<file path="src/cpke_pkg.sv">
// ----------------------------------------------------------------------------
// cpke_pkg
// Shared types, codes and helpers for the prefix-compressed record encoder.
// ----------------------------------------------------------------------------
package cpke_pkg;

  // Input item kinds.
  localparam logic [1:0] REQ_START = 2'd0;
  localparam logic [1:0] REQ_KEY   = 2'd1;
  localparam logic [1:0] REQ_VALUE = 2'd2;

  // Result kinds.
  localparam logic [1:0] KIND_DATA = 2'd0;
  localparam logic [1:0] KIND_MARK = 2'd1;
  localparam logic [1:0] KIND_ERR  = 2'd2;

  // Configuration register indexes.
  localparam logic [1:0] CFG_USE_PREFIX = 2'd0;
  localparam logic [1:0] CFG_RESTART    = 2'd1;

  // One command from the classifier to the emitter. Its results leave in
  // field order: marker, error, header varints, data byte, end marker.
  typedef struct packed {
    logic        mark;
    logic [31:0] mark_off;
    logic        err;
    logic        hdr;
    logic        hdr3;     // three varints (prefix mode) instead of two
    logic [8:0]  h0;
    logic [8:0]  h1;
    logic [31:0] h2;
    logic        data;
    logic [7:0]  dbyte;
    logic        endm;
    logic [31:0] end_off;
  } cmd_t;

  // Number of bytes of the varint32 encoding of v.
  function automatic logic [2:0] varint_len(input logic [31:0] v);
    logic [2:0] n;
    if (v[31:7] == '0)       n = 3'd1;
    else if (v[31:14] == '0) n = 3'd2;
    else if (v[31:21] == '0) n = 3'd3;
    else if (v[31:28] == '0) n = 3'd4;
    else                     n = 3'd5;
    return n;
  endfunction

endpackage

</file>
<file path="src/prefix_compressed_kv_record_encoder_top.sv">
// ----------------------------------------------------------------------------
// prefix_compressed_kv_record_encoder_top
// Key-value record encoder with shared-prefix key compression and restarts.
// ----------------------------------------------------------------------------
// Items arrive on the s_ channel: a record start (lengths), then key bytes,
// then value bytes. Encoded bytes, offset markers and key-too-long errors
// leave on the m_ channel, one per transfer; m_tlast marks the final result
// caused by one input item. Configuration writes use the cfg_ channel, which
// is always ready and should be used only while the block is idle.
// A front stage takes one item per cycle while the queue has room, updates
// the record and prefix state and queues a command; the previous key lives
// in a RAM whose registered read is addressed with the next key index. A
// back stage expands each command into results, one per cycle unless the
// output stalls. Key and value bytes pass at one per cycle unless a side
// stalls. A record start yields up to 9 results and the key byte that
// settles the prefix up to 10, so the four-entry queue fills and s_tready
// drops while a header drains. When m_tready is low the output register
// holds its transfer and the queue fills behind it. Synchronous reset
// empties the queue, restores the register defaults (prefix mode, interval
// 16) and starts a new block with the first marker pending.
// ----------------------------------------------------------------------------
module prefix_compressed_kv_record_encoder_top
  import cpke_pkg::*;
#(
  parameter int MAX_KEY = 256
) (
  input  logic        clk,
  input  logic        rst,
  input  logic        s_tvalid,
  output logic        s_tready,
  input  logic [55:0] s_tdata,   // key_length[8:0], value_length[40:9], data_byte[48:41]
  input  logic [1:0]  s_tuser,   // req_type[1:0]
  output logic        m_tvalid,
  input  logic        m_tready,
  output logic [39:0] m_tdata,   // out_byte[7:0], byte_offset[39:8]
  output logic [1:0]  m_tuser,   // out_kind[1:0]
  output logic        m_tlast,
  input  logic        cfg_valid,
  output logic        cfg_ready,
  input  logic [1:0]  cfg_index,
  input  logic [15:0] cfg_data
);

  localparam int AW = (MAX_KEY > 1) ? $clog2(MAX_KEY) : 1;

  logic          q_full;
  logic          q_push;
  cmd_t          q_cmd;
  logic          q_pop;
  logic          q_valid;
  cmd_t          q_head;
  logic          mem_we;
  logic [AW-1:0] mem_waddr;
  logic [7:0]    mem_wdata;
  logic [AW-1:0] mem_raddr;
  logic [7:0]    mem_rdata;

  assign cfg_ready = 1'b1;

  cpke_front #(.MAX_KEY(MAX_KEY), .AW(AW)) u_front (
    .clk       (clk),
    .rst       (rst),
    .in_valid  (s_tvalid),
    .in_ready  (s_tready),
    .in_type   (s_tuser),
    .in_klen   (s_tdata[8:0]),
    .in_vlen   (s_tdata[40:9]),
    .in_byte   (s_tdata[48:41]),
    .cfg_valid (cfg_valid),
    .cfg_index (cfg_index),
    .cfg_data  (cfg_data),
    .q_full    (q_full),
    .q_push    (q_push),
    .q_cmd     (q_cmd),
    .mem_we    (mem_we),
    .mem_waddr (mem_waddr),
    .mem_wdata (mem_wdata),
    .mem_raddr (mem_raddr),
    .mem_rdata (mem_rdata)
  );

  cpke_ram #(.W(8), .D(MAX_KEY), .AW(AW)) u_prev_key (
    .clk   (clk),
    .we    (mem_we),
    .waddr (mem_waddr),
    .wdata (mem_wdata),
    .raddr (mem_raddr),
    .rdata (mem_rdata)
  );

  cpke_fifo u_queue (
    .clk        (clk),
    .rst        (rst),
    .push       (q_push),
    .push_cmd   (q_cmd),
    .full       (q_full),
    .pop        (q_pop),
    .head_valid (q_valid),
    .head_cmd   (q_head)
  );

  cpke_back u_back (
    .clk      (clk),
    .rst      (rst),
    .q_valid  (q_valid),
    .q_cmd    (q_head),
    .q_pop    (q_pop),
    .m_tvalid (m_tvalid),
    .m_tready (m_tready),
    .m_tdata  (m_tdata),
    .m_tuser  (m_tuser),
    .m_tlast  (m_tlast)
  );

  a_no_overflow: assert property (@(posedge clk) disable iff (rst)
    q_full |-> !q_push) else $error("command pushed into a full queue");

  a_reset_idle: assert property (@(posedge clk)
    rst |=> !m_tvalid && !q_valid) else $error("output or queue busy after reset");

  a_kind_legal: assert property (@(posedge clk) disable iff (rst)
    m_tvalid |-> (m_tuser == KIND_DATA || m_tuser == KIND_MARK || m_tuser == KIND_ERR))
    else $error("illegal result kind");

  a_fields_clean: assert property (@(posedge clk) disable iff (rst)
    m_tvalid && m_tuser != KIND_DATA |-> m_tdata[7:0] == '0)
    else $error("nonzero byte on a marker or error");

endmodule

</file>
<file path="src/cpke_ram.sv">
// ----------------------------------------------------------------------------
// cpke_ram
// Generic single-write, single-read RAM with registered read data.
// ----------------------------------------------------------------------------
module cpke_ram #(
  parameter int W = 8,
  parameter int D = 256,
  parameter int AW = (D > 1) ? $clog2(D) : 1
) (
  input  logic          clk,
  input  logic          we,
  input  logic [AW-1:0] waddr,
  input  logic [W-1:0]  wdata,
  input  logic [AW-1:0] raddr,
  output logic [W-1:0]  rdata
);

  logic [W-1:0] mem [D];

  always_ff @(posedge clk) begin
    if (we) begin
      mem[waddr] <= wdata;
    end
    rdata <= mem[raddr];
  end

endmodule

</file>
<file path="src/cpke_fifo.sv">
// ----------------------------------------------------------------------------
// cpke_fifo
// Short command queue between the classifier and the emitter.
// ----------------------------------------------------------------------------
module cpke_fifo
  import cpke_pkg::*;
(
  input  logic clk,
  input  logic rst,
  input  logic push,
  input  cmd_t push_cmd,
  output logic full,
  input  logic pop,
  output logic head_valid,
  output cmd_t head_cmd
);

  localparam int Depth = 4;
  localparam int PW = $clog2(Depth);

  cmd_t          slots [Depth];
  logic [PW-1:0] wptr;
  logic [PW-1:0] rptr;
  logic [PW:0]   count;

  assign full       = (count == (PW+1)'(Depth));
  assign head_valid = (count != '0);
  assign head_cmd   = slots[rptr];

  always_ff @(posedge clk) begin
    if (push) begin
      slots[wptr] <= push_cmd;
    end
    if (rst) begin
      wptr  <= '0;
      rptr  <= '0;
      count <= '0;
    end else begin
      if (push) wptr <= wptr + 1'b1;
      if (pop)  rptr <= rptr + 1'b1;
      if (push && !pop) count <= count + 1'b1;
      else if (pop && !push) count <= count - 1'b1;
    end
  end

endmodule

</file>
<file path="src/cpke_front.sv">
// ----------------------------------------------------------------------------
// cpke_front
// Accepts items, tracks record and prefix state, and queues one command per
// item that gives results.
// ----------------------------------------------------------------------------
module cpke_front
  import cpke_pkg::*;
#(
  parameter int MAX_KEY = 256,
  parameter int AW = (MAX_KEY > 1) ? $clog2(MAX_KEY) : 1
) (
  input  logic          clk,
  input  logic          rst,
  input  logic          in_valid,
  output logic          in_ready,
  input  logic [1:0]    in_type,
  input  logic [8:0]    in_klen,
  input  logic [31:0]   in_vlen,
  input  logic [7:0]    in_byte,
  input  logic          cfg_valid,
  input  logic [1:0]    cfg_index,
  input  logic [15:0]   cfg_data,
  input  logic          q_full,
  output logic          q_push,
  output cmd_t          q_cmd,
  output logic          mem_we,
  output logic [AW-1:0] mem_waddr,
  output logic [7:0]    mem_wdata,
  output logic [AW-1:0] mem_raddr,
  input  logic [7:0]    mem_rdata
);

  localparam logic [12:0] MaxKey = 13'(MAX_KEY);

  logic        use_prefix;
  logic [15:0] restart_interval;
  logic [8:0]  prev_len, prev_len_next;
  logic [15:0] since_restart, since_restart_next;
  logic [31:0] bytes_out, bytes_out_next;
  logic [8:0]  key_index, key_index_next;
  logic        resolved, resolved_next;
  logic [8:0]  key_len, key_len_next;
  logic [31:0] value_rem, value_rem_next;
  logic        started, started_next;

  logic        accept;
  logic        restart;
  logic [8:0]  min_len;
  logic [8:0]  key_index_inc;
  logic [5:0]  hdr_len;
  cmd_t        cmd;

  assign in_ready  = !q_full;
  assign accept    = in_valid && !q_full;
  assign mem_waddr = AW'(key_index);
  assign mem_wdata = in_byte;
  assign mem_raddr = AW'(key_index_next);
  assign key_index_inc = key_index + 9'd1;

  always_comb begin
    prev_len_next      = prev_len;
    since_restart_next = since_restart;
    key_index_next     = key_index;
    resolved_next      = resolved;
    key_len_next       = key_len;
    value_rem_next     = value_rem;
    started_next       = started;
    restart            = 1'b0;
    min_len            = '0;
    mem_we             = 1'b0;
    cmd                = '0;

    if (accept) begin
      case (in_type)
        REQ_START: begin
          if (started && use_prefix) prev_len_next = key_index;
          started_next = 1'b0;
          if (13'(in_klen) > MaxKey) begin
            cmd.err = 1'b1;
          end else begin
            key_len_next   = in_klen;
            value_rem_next = in_vlen;
            key_index_next = '0;
            resolved_next  = 1'b0;
            started_next   = 1'b1;
            if (use_prefix) begin
              restart = (since_restart == '0) || (since_restart >= restart_interval);
              if (restart) begin
                cmd.mark           = 1'b1;
                cmd.mark_off       = bytes_out;
                since_restart_next = 16'd1;
              end else begin
                since_restart_next = since_restart + 16'd1;
              end
              min_len = (prev_len_next < in_klen) ? prev_len_next : in_klen;
              if (restart || min_len == '0) begin
                cmd.hdr       = 1'b1;
                cmd.hdr3      = 1'b1;
                cmd.h0        = '0;
                cmd.h1        = in_klen;
                cmd.h2        = in_vlen;
                resolved_next = 1'b1;
              end
              if (in_klen == '0) prev_len_next = '0;
            end else begin
              cmd.hdr = 1'b1;
              cmd.h0  = in_klen;
              cmd.h2  = in_vlen;
            end
            if (in_klen == '0 && in_vlen == '0) begin
              started_next = 1'b0;
              cmd.endm     = !use_prefix;
            end
          end
        end
        REQ_KEY: begin
          if (started && key_index < key_len) begin
            if (use_prefix) begin
              mem_we = 1'b1;
              if (!resolved) begin
                min_len = (prev_len < key_len) ? prev_len : key_len;
                if (key_index >= min_len || in_byte != mem_rdata) begin
                  cmd.hdr       = 1'b1;
                  cmd.hdr3      = 1'b1;
                  cmd.h0        = key_index;
                  cmd.h1        = key_len - key_index;
                  cmd.h2        = value_rem;
                  cmd.data      = 1'b1;
                  cmd.dbyte     = in_byte;
                  resolved_next = 1'b1;
                end else if (key_index_inc == min_len) begin
                  cmd.hdr       = 1'b1;
                  cmd.hdr3      = 1'b1;
                  cmd.h0        = key_index_inc;
                  cmd.h1        = key_len - key_index_inc;
                  cmd.h2        = value_rem;
                  resolved_next = 1'b1;
                end
              end else begin
                cmd.data  = 1'b1;
                cmd.dbyte = in_byte;
              end
              if (key_index_inc == key_len) prev_len_next = key_len;
            end else begin
              cmd.data  = 1'b1;
              cmd.dbyte = in_byte;
            end
            key_index_next = key_index_inc;
            if (key_index_inc == key_len && value_rem == '0) begin
              started_next = 1'b0;
              cmd.endm     = !use_prefix;
            end
          end
        end
        REQ_VALUE: begin
          if (started && key_index == key_len && value_rem != '0) begin
            cmd.data       = 1'b1;
            cmd.dbyte      = in_byte;
            value_rem_next = value_rem - 32'd1;
            if (value_rem == 32'd1) begin
              started_next = 1'b0;
              cmd.endm     = !use_prefix;
            end
          end
        end
        default: begin
        end
      endcase
    end

    hdr_len = '0;
    if (cmd.hdr) begin
      hdr_len = 6'(varint_len(32'(cmd.h0))) + 6'(varint_len(cmd.h2))
              + (cmd.hdr3 ? 6'(varint_len(32'(cmd.h1))) : 6'd0);
    end
    bytes_out_next = bytes_out + 32'(hdr_len) + 32'(cmd.data);
    cmd.end_off    = cmd.endm ? bytes_out_next : '0;
  end

  assign q_cmd  = cmd;
  assign q_push = accept && (cmd.mark || cmd.err || cmd.hdr || cmd.data || cmd.endm);

  always_ff @(posedge clk) begin
    if (rst) begin
      use_prefix       <= 1'b1;
      restart_interval <= 16'd16;
      prev_len         <= '0;
      since_restart    <= '0;
      bytes_out        <= '0;
      key_index        <= '0;
      resolved         <= 1'b0;
      key_len          <= '0;
      value_rem        <= '0;
      started          <= 1'b0;
    end else if (cfg_valid && cfg_index == CFG_USE_PREFIX) begin
      // Switching mode opens a new block.
      use_prefix    <= cfg_data[0];
      prev_len      <= '0;
      since_restart <= '0;
      bytes_out     <= '0;
      key_index     <= '0;
      resolved      <= 1'b0;
      key_len       <= '0;
      value_rem     <= '0;
      started       <= 1'b0;
    end else begin
      if (cfg_valid && cfg_index == CFG_RESTART) restart_interval <= cfg_data;
      prev_len      <= prev_len_next;
      since_restart <= since_restart_next;
      bytes_out     <= bytes_out_next;
      key_index     <= key_index_next;
      resolved      <= resolved_next;
      key_len       <= key_len_next;
      value_rem     <= value_rem_next;
      started       <= started_next;
    end
  end

endmodule

</file>
<file path="src/cpke_back.sv">
// ----------------------------------------------------------------------------
// cpke_back
// Expands queued commands into result items, one per cycle while the output
// is not stalled, into an output register.
// ----------------------------------------------------------------------------
module cpke_back
  import cpke_pkg::*;
(
  input  logic        clk,
  input  logic        rst,
  input  logic        q_valid,
  input  cmd_t        q_cmd,
  output logic        q_pop,
  output logic        m_tvalid,
  input  logic        m_tready,
  output logic [39:0] m_tdata,
  output logic [1:0]  m_tuser,
  output logic        m_tlast
);

  localparam logic [2:0] PH_MARK = 3'd0;
  localparam logic [2:0] PH_ERR  = 3'd1;
  localparam logic [2:0] PH_V0   = 3'd2;
  localparam logic [2:0] PH_V1   = 3'd3;
  localparam logic [2:0] PH_V2   = 3'd4;
  localparam logic [2:0] PH_DATA = 3'd5;
  localparam logic [2:0] PH_END  = 3'd6;

  logic [2:0]  phase;
  logic [2:0]  grp;
  logic [6:0]  en;
  logic [2:0]  cur;
  logic        later;
  logic [31:0] src;
  logic [31:0] v;
  logic        more;
  logic        done;
  logic        last;
  logic        fire;
  logic [1:0]  r_kind;
  logic [7:0]  r_byte;
  logic [31:0] r_off;

  always_comb begin
    en = {q_cmd.endm, q_cmd.data, q_cmd.hdr, q_cmd.hdr & q_cmd.hdr3,
          q_cmd.hdr, q_cmd.err, q_cmd.mark};
    cur = PH_END;
    for (int i = 6; i >= 0; i--) begin
      if (en[i] && 3'(i) >= phase) cur = 3'(i);
    end
    later = 1'b0;
    for (int i = 0; i < 7; i++) begin
      if (en[i] && 3'(i) > cur) later = 1'b1;
    end

    case (cur)
      PH_V0:   src = 32'(q_cmd.h0);
      PH_V1:   src = 32'(q_cmd.h1);
      default: src = q_cmd.h2;
    endcase
    case (grp)
      3'd0:    v = src;
      3'd1:    v = src >> 7;
      3'd2:    v = src >> 14;
      3'd3:    v = src >> 21;
      default: v = src >> 28;
    endcase
    more = (v[31:7] != '0);

    done   = 1'b1;
    r_kind = KIND_DATA;
    r_byte = '0;
    r_off  = '0;
    case (cur)
      PH_MARK: begin
        r_kind = KIND_MARK;
        r_off  = q_cmd.mark_off;
      end
      PH_ERR:  r_kind = KIND_ERR;
      PH_V0, PH_V1, PH_V2: begin
        r_byte = more ? {1'b1, v[6:0]} : v[7:0];
        done   = !more;
      end
      PH_DATA: r_byte = q_cmd.dbyte;
      PH_END: begin
        r_kind = KIND_MARK;
        r_off  = q_cmd.end_off;
      end
      default: r_kind = KIND_DATA;
    endcase
    last = done && !later;
  end

  assign fire  = q_valid && (!m_tvalid || m_tready);
  assign q_pop = fire && last;

  always_ff @(posedge clk) begin
    if (fire) begin
      m_tdata <= {r_off, r_byte};
      m_tuser <= r_kind;
      m_tlast <= last;
    end
    if (rst) begin
      m_tvalid <= 1'b0;
      phase    <= PH_MARK;
      grp      <= '0;
    end else begin
      if (fire) m_tvalid <= 1'b1;
      else if (m_tready) m_tvalid <= 1'b0;
      if (fire) begin
        if (last) begin
          phase <= PH_MARK;
          grp   <= '0;
        end else if (done) begin
          phase <= cur + 3'd1;
          grp   <= '0;
        end else begin
          grp <= grp + 3'd1;
        end
      end
    end
  end

endmodule

</file>
<file path="config.mk">
export PLATFORM = sky130hd
export DESIGN_NAME = prefix_compressed_kv_record_encoder_top
export DESIGN_NICKNAME = d
export VERILOG_FILES = /design/src/cpke_pkg.sv /design/src/prefix_compressed_kv_record_encoder_top.sv /design/src/cpke_ram.sv /design/src/cpke_fifo.sv /design/src/cpke_front.sv /design/src/cpke_back.sv
export SDC_FILE = /design/constraint.sdc
export NUM_CORES = 2
export LEC_CHECK = 0
export ABC_AREA = 1
export BUFFER_PORTS_ARGS = -buffer_cell sky130_fd_sc_hd__buf_2
export CORE_MARGIN = 5
export CORE_UTILIZATION = 26
export CTS_BUF_LIST = sky130_fd_sc_hd__clkbuf_8 sky130_fd_sc_hd__clkbuf_16
export DETAILED_ROUTE_END_ITERATION = 8
export PLACE_DENSITY = 0.37
export RECOVER_POWER = 100
export SYNTH_ARGS = -nofsm -noshare
export SYNTH_HDL_FRONTEND = slang
export SYNTH_HIERARCHICAL = 1
export SYNTH_SLANG_ARGS = --single-unit
</file>
<file path="constraint.sdc">
create_clock -name clk -period 14.21 [get_ports clk]
set_input_delay 0.7105 -clock clk [delete_from_list [all_inputs] [get_ports clk]]
set_output_delay 0.7105 -clock clk [all_outputs]
set_load 0.005 [all_outputs]
</file>
======== Word level (Yosys, flattened, before mapping) ========
Memory sizes are Yosys's and may differ from the RTL's. A register that Yosys moved wholly into a read port is not among the register bits.
Cells that the tools add are included.
cells by class
  $add $sub $neg .......................... 15
  $lt $le $gt $ge ......................... 19
  equality and inequality tests ........... 25
  muxes and demuxes ....................... 115
  bitwise gates (word level) .............. 3
  reductions and logical operators ........ 79
operator list
  kind                   count
  $mux 52                6
  $pmux 32 s2            3
  $mux 9                 18
  $mux 32                4
  $pmux 32 s4            1
  $pmux 52 s2            1
  $mux 33                3
  $mux 96                1
  $logic_not 32->1       2
  $mux 62                1
  $mux 3                 18
  $pmux 9 s2             3
  $mux 1                 40
  $mux 34                1
  $add 32x1->32          1
  $add 32x6->32          1
  $eq 32x1->1 const B    1
  $reduce_bool 32->1     1
  $sub 32x1->32 const B  1
  $logic_and 1x1->1      28
  $eq 9x9->1             3
  $lt 9x9->1             3
  $logic_not 25->1       1
  $reduce_bool 25->1     1
  54 further kinds       113
word-level totals
  register bits after elaboration ......... 183
  memory bits (writable) .................. 2560
  output and inout bits ................... 46
  word-level logic and storage cells ...... 278
  memories kept ........................... 2
memory list
  name            depth  bits a word  rd ports  clocked after Yosys merged registers in  wr ports  line             source
  u_prev_key.mem  256    8            1         1                                        1         cpke_ram.sv:18   logic [W-1:0] mem [D];
  u_queue.slots   4      128          1         1                                        1         cpke_fifo.sv:21  cmd_t slots [Depth];

======== Depth between registers and ports, before layout ========
  depth in word-level cells ............... 25
  gate-level depth with buffers ........... 52

======== Hierarchy ========
The synthesis kept the hierarchy.
modules (own cells, without submodules)
  module                                   times used  cells an instance  area each (um^2)  sequential area each (um^2)
  cpke_ram                                 1           7003               83396.2           61659.1
  cpke_fifo                                1           1297               19774.0           15554.9
  cpke_front                               1           1760               11046.8           2522.4
  cpke_back                                1           345                3030.4            1431.4
  prefix_compressed_kv_record_encoder_top  1           2                  11.3              0.0

======== Worst setup path after synthesis ========
Ideal clock, no wire load.
  path kind ............................... register to register
  from .................................... reg u_front.key_len[1]
  to ...................................... mem u_queue/slots[0][26] (netlist name), data pin
  library setup time ...................... 167 ps
  arrival ................................. 6868 ps
  required time ........................... 14043 ps
  setup slack ............................. 7175 ps
  cell stages (with the launch flop) ...... 46
  path buffers ............................ 2
  period minus slack after synthesis ...... 7035 ps
  cell sequence ........................... dfxtp_1 inv_1 ha_1 nand2_1 nor2_2 nand3_4 nand3_4 buf_6 nand2_1 nand2_1 inv_2 ha_1 a21oi_1 o21a_1 o2111ai_1 nor2_1 nand2_4 buf_6 [10 not listed] or2_2 fa_1 fa_1 o21ai_2 nand3_2 nor3_2 nand3_1 nor2_1 inv_2 nor3_2 nand4_1 nor2_2 nand4_1 nor2_1 nand3_1 a21oi_1 inv_1 nor2_1
RTL lines
  item                    line               source
  from (decl)             cpke_front.sv:42   logic [8:0] key_len, key_len_next;
  from (signal assigned)  cpke_front.sv:213  key_len <= key_len_next;
  to (decl)               cpke_fifo.sv:21

======== Final worst setup path ========
  from .................................... in s_tdata[46]
  to ...................................... mem u_queue/slots[3][86] (netlist name) (enable)
on the way
  cells in the longest elaborated chain, start to end .. 14
ends and longest elaborated chain
  item                             line                                           source
  from (decl)                      prefix_compressed_kv_record_encoder_top.sv:31  input logic [55:0] s_tdata,
  $ne 8x8->1 *                     cpke_front.sv:122                              if (key_index >= min_len || in_byte != mem_rdata) begin
  $logic_or 1x1->1 *               cpke_front.sv:122
  $mux 52                          cpke_front.sv:122
  $mux 52                          cpke_front.sv:120                              if (!resolved) begin
  $mux 52                          cpke_front.sv:118                              if (use_prefix) begin
  $mux 62 *                        cpke_front.sv:117                              if (started && key_index < key_len) begin
  $pmux 52 s2                      cpke_front.sv:74                               case (in_type)
  $mux 96 *                        cpke_front.sv:73                               if (accept) begin
  $logic_or 1x1->1                 cpke_front.sv:181                              assign q_push = accept && (cmd.mark || cmd.err || cmd.hdr || cmd.data || cmd.endm);
  $logic_or 1x1->1 * (2 in a row)  cpke_front.sv:181
  $logic_and 1x1->1 *              cpke_front.sv:181
  named net q_push                 prefix_compressed_kv_record_encoder_top.sv:47  logic q_push;
  $mux 1 *                         cpke_fifo.sv:31                                if (push) begin
  $mux 1 (implied by the code) *   cpke_fifo.sv:32                                slots[wptr] <= push_cmd;
The timed path passes the listed nets; every way through them passes the cells marked *.

==> flow_metrics.env <==
export IMPL_cap_violations=61
export IMPL_worstMarginPinSlew_ns=8.97
export IMPL_cp_common_cell="nand2_1"
export IMPL_grt_overflow=0
export IMPL_fin_ws_ns=2.87
export IMPL_dominantRegCellSynth="edfxtp_1"
export IMPL_coreArea_um2=449000
export IMPL_failed_checks="max-capacitance violations, max-slew violations"
export IMPL_synth_most_common_cell="edfxtp_1"
export IMPL_syn_area_um2=117000
export IMPL_cts_resized=0
export IMPL_cts_tree="done"
export IMPL_grt_total_usage_pct=16.0
export IMPL_cts_root_buf="clkbuf_16"
export IMPL_ctsHoldBuffers=8
export IMPL_relSlewSlack_pct=-498
export IMPL_dieWidth_um=682
export IMPL_path_class="primary input to flip-flop"
export IMPL_worstPathMaxFanout=120
export IMPL_die_y_um=682
export IMPL_nets=10510
export IMPL_ff2ff_path_depth=22
export IMPL_hold_viol=0
export IMPL_synthTopCellsByCount="edfxtp_1, nand2_1, nand3_1"
export IMPL_postCtsSetupRepairBufs=0
export IMPL_ys_seq_elements=2753
export IMPL_num_fill_cells=45840
export IMPL_yosysSeqAreaShare_pct=69.2
export IMPL_globalplace_congestion=0.818
export IMPL_firstDrtPassIters=6
export IMPL_drc=0
export IMPL_ys_top_cells_by_area="edfxtp_1, nand3_1, nand2_1"
export IMPL_layout_drive_gt1_share_pct=7.33
export IMPL_clkTransAtPathRegs_ns=0.05
export IMPL_setup_violations=0
export IMPL_place_hpwl_mm=220
export IMPL_rsz0062_at_grt="false"
export IMPL_crit_cells=16
export IMPL_numPortBuffers=118
export IMPL_startpoint="s_tdata[46]"
export IMPL_start_util_pct=26.1
export IMPL_p_leak_uw=0.0458
export IMPL_r2r_setup_slack_ns=2.88
export IMPL_std_cell_rows=246
export IMPL_synth_top_cell_by_area="edfxtp_1"
export IMPL_htreeDepth=5
export IMPL_cts_max_path_buffers=4
export IMPL_io_pins=127
export IMPL_tns_ns=0
export IMPL_finalWorstPathRequiredPeriod_ns=11.34
export IMPL_cpLargestDelayFamily="buffers and inverters"
export IMPL_postRouteAntennaNets=0
export IMPL_wl_per_cell_um=23.2
export IMPL_clock_latency_ns=0.93
export IMPL_power_density_nw_per_um2=136
export IMPL_place_ws_ns=4.58
export IMPL_crit_required_ns=14.79
export IMPL_synthCells=10407
export IMPL_antenna_found_initial=20
export IMPL_cpMaxStageDelayCell="clkbuf_1"
export IMPL_slew_viol_final=2908
export IMPL_vias_per_cell=4.74
export IMPL_r2r_start="u_front/key_index[2]"
export IMPL_crit_end="u_queue/slots[3][86]"
export IMPL_grt_max_degree=183
export IMPL_cpPeakStageDelay_ns=3.71
export IMPL_num_vias=78585
export IMPL_r2r_end="u_prev_key/rdata[2]"
export IMPL_area_delta_synth_final_pct=13.5
export IMPL_syn_num_nets=10579
export IMPL_final_setup_skew_ns=0.0841
export IMPL_synth_edf_count=2603
export IMPL_grt_pass1_wl_mm=555
export IMPL_drtIter0Drc=6190
export IMPL_path_buf_inv=6
export IMPL_async_reset_ff_share_pct=0
export IMPL_yosysUniqueCellTypes=69
export IMPL_grt_pass1_vias=77242
export IMPL_cp_start_kind="primary input"
export IMPL_path_cells="clkbuf_1, buf_12, nor2_1, nor4_1, nand2_1, nor2_2, buf_4, nand2_4, nand2_4, nand2_1, nand2_1, a31oi_1, nand2_1, clkinvlp_2, clkbuf_2, buf_4"
export IMPL_synth_top_area_share_pct=66.7
export IMPL_fin_crit_sh_pct=79.8
export IMPL_syn_area_per_cell_um2=11.3
export IMPL_clock_sinks=2753
export IMPL_status="finished with violations"
export IMPL_cp_end_kind="flip-flop"
export IMPL_routed_wl_mm=384
export IMPL_ys_warn_count=6
export IMPL_fmax_mhz=88.2
export IMPL_cts_buffers=329
export IMPL_crit_arrival_ns=11.92
export IMPL_ir_drop_uv=94.9
export IMPL_die_area_um2=465000
export IMPL_holdCritPathClass="primary input to flip-flop"
==> state kept, by name, indices dropped and copies added (netlist names), 3 cells and up, named ones only <==
name / flops
u_queue/slots: 512
u_prev_key/mem: 2048
u_back/grp: 3
u_front/key_len: 9
u_back/phase: 3
u_back/m_tdata: 40
u_front/prev_len: 9
u_front/key_index: 9
u_front/restart_interval: 16
u_front/value_rem: 32
u_front/since_restart: 16
u_front/bytes_out: 32
u_prev_key/rdata: 8
u_queue/count: 3
==> cell usage in the layout, fill, tap and decap left out, types with 38 or more instances in the layout <==
cell and count:
ha_1 83, nor3_1 38, clkinv_1 80, o22ai_2 39
nand3_1 2183, buf_2 74, o22ai_1 102, nor2_1 818
nor2_2 41, o21ai_1 128, clkbuf_16 332, nand2_1 2472
clkinv_2 63, clkbuf_1 94, edfxtp_1 2603, a21oi_1 131
xor2_1 56, dfxtp_1 149, inv_1 421, buf_4 73
o21ai_0 272
==> cell families (layout without fill, tap and decap cells) <==
kind of cell               Yosys count  in the layout  share of synthesized area [%]
DFF                               2753           2753                           69.2
and+or+nand+nor                   5661           5661                           20.9
muxes                                1              1                        0.00854
adders and majority gates           91             91                           1.02
other                                1              5                        0.00320
AOI/OAI and AO/OA                  802            802                           4.13
buffers and inverters             1032           1234                           4.20
xor gates and xnor gates            66             66                          0.493
==> metrics by stage <==
step | hold WS, ns | std cells | power, uW | area, um^2 | util, %
floorplan | 0.418 | 10407 | 9790 | 117000 | -
global placement | 0.425 | 15951 | 10200 | 123000 | 27.4
detailed placement | 0.445 | 15951 | 10200 | 123000 | 27.4
CTS | 0.00250 | 16561 | 18300 | 134000 | 29.7
global route | 0.0602 | 16562 | 18800 | 133000 | 29.6
finish | 0.0898 | 16565 | 18000 | 133000 | 29.6
==> worst reg2reg max path, delay by kind of cell (launching register included) <==
kind	cells	cell delay (ns)
buffers and inverters	5	5.89
DFF	1	0.72
AOI/OAI and AO/OA	1	0.69
adders and majority gates	1	0.47
and+or+nand+nor	15	3.41
==> power breakdown <==
group | internal, uW | switching, uW | total, uW | leakage [uW]
clock | 4610 | 3420 | 8030 | 0.00531
sequential | 8990 | 50.2 | 9040 | 0.0249
combinational | 251 | 720 | 971 | 0.0156
total | 13800 | 4190 | 18000 | 0.0458
==> final cells by class <==
class	instances	area [um^2]	area share [%]
clock inverters	261	1860	1.40
well taps	5952	7450	5.60
clock buffers	341	8430	6.34
flip-flops and latches	2753	81200	61.0
inverters	374	1460	1.09
repair buffers	258	1520	1.14
diodes	4	10.0	0.00752
multi-input cells	6622	31200	23.4
==> per-layer routing <==
metal	GRT usage [%]	routed length, um
met1	22.3	177000
met2	26.2	179000
met4	3.53	9230
met3	2.38	19200
met5	0	34
==> worst min path at each step <==
stage | endpoint | cells after the start | slack (ns) | start
2_1_floorplan | flip-flop | 1 | 0.42 | u_queue/rptr[1]
3_3_place_gp | flip-flop | 1 | 0.42 | u_queue/rptr[1]
3_5_place_dp | flip-flop | 1 | 0.45 | u_queue/rptr[1]
4_1_cts | u_front/restart_interval[14] | 3 | 0.003 | cfg_data[14]
5_1_grt | u_front/restart_interval[12] | 3 | 0.06 | cfg_data[12]
6_report | u_front/restart_interval[12] | 3 | 0.09 | cfg_data[12]
Note: power is estimated with default switching activity, not from simulation.
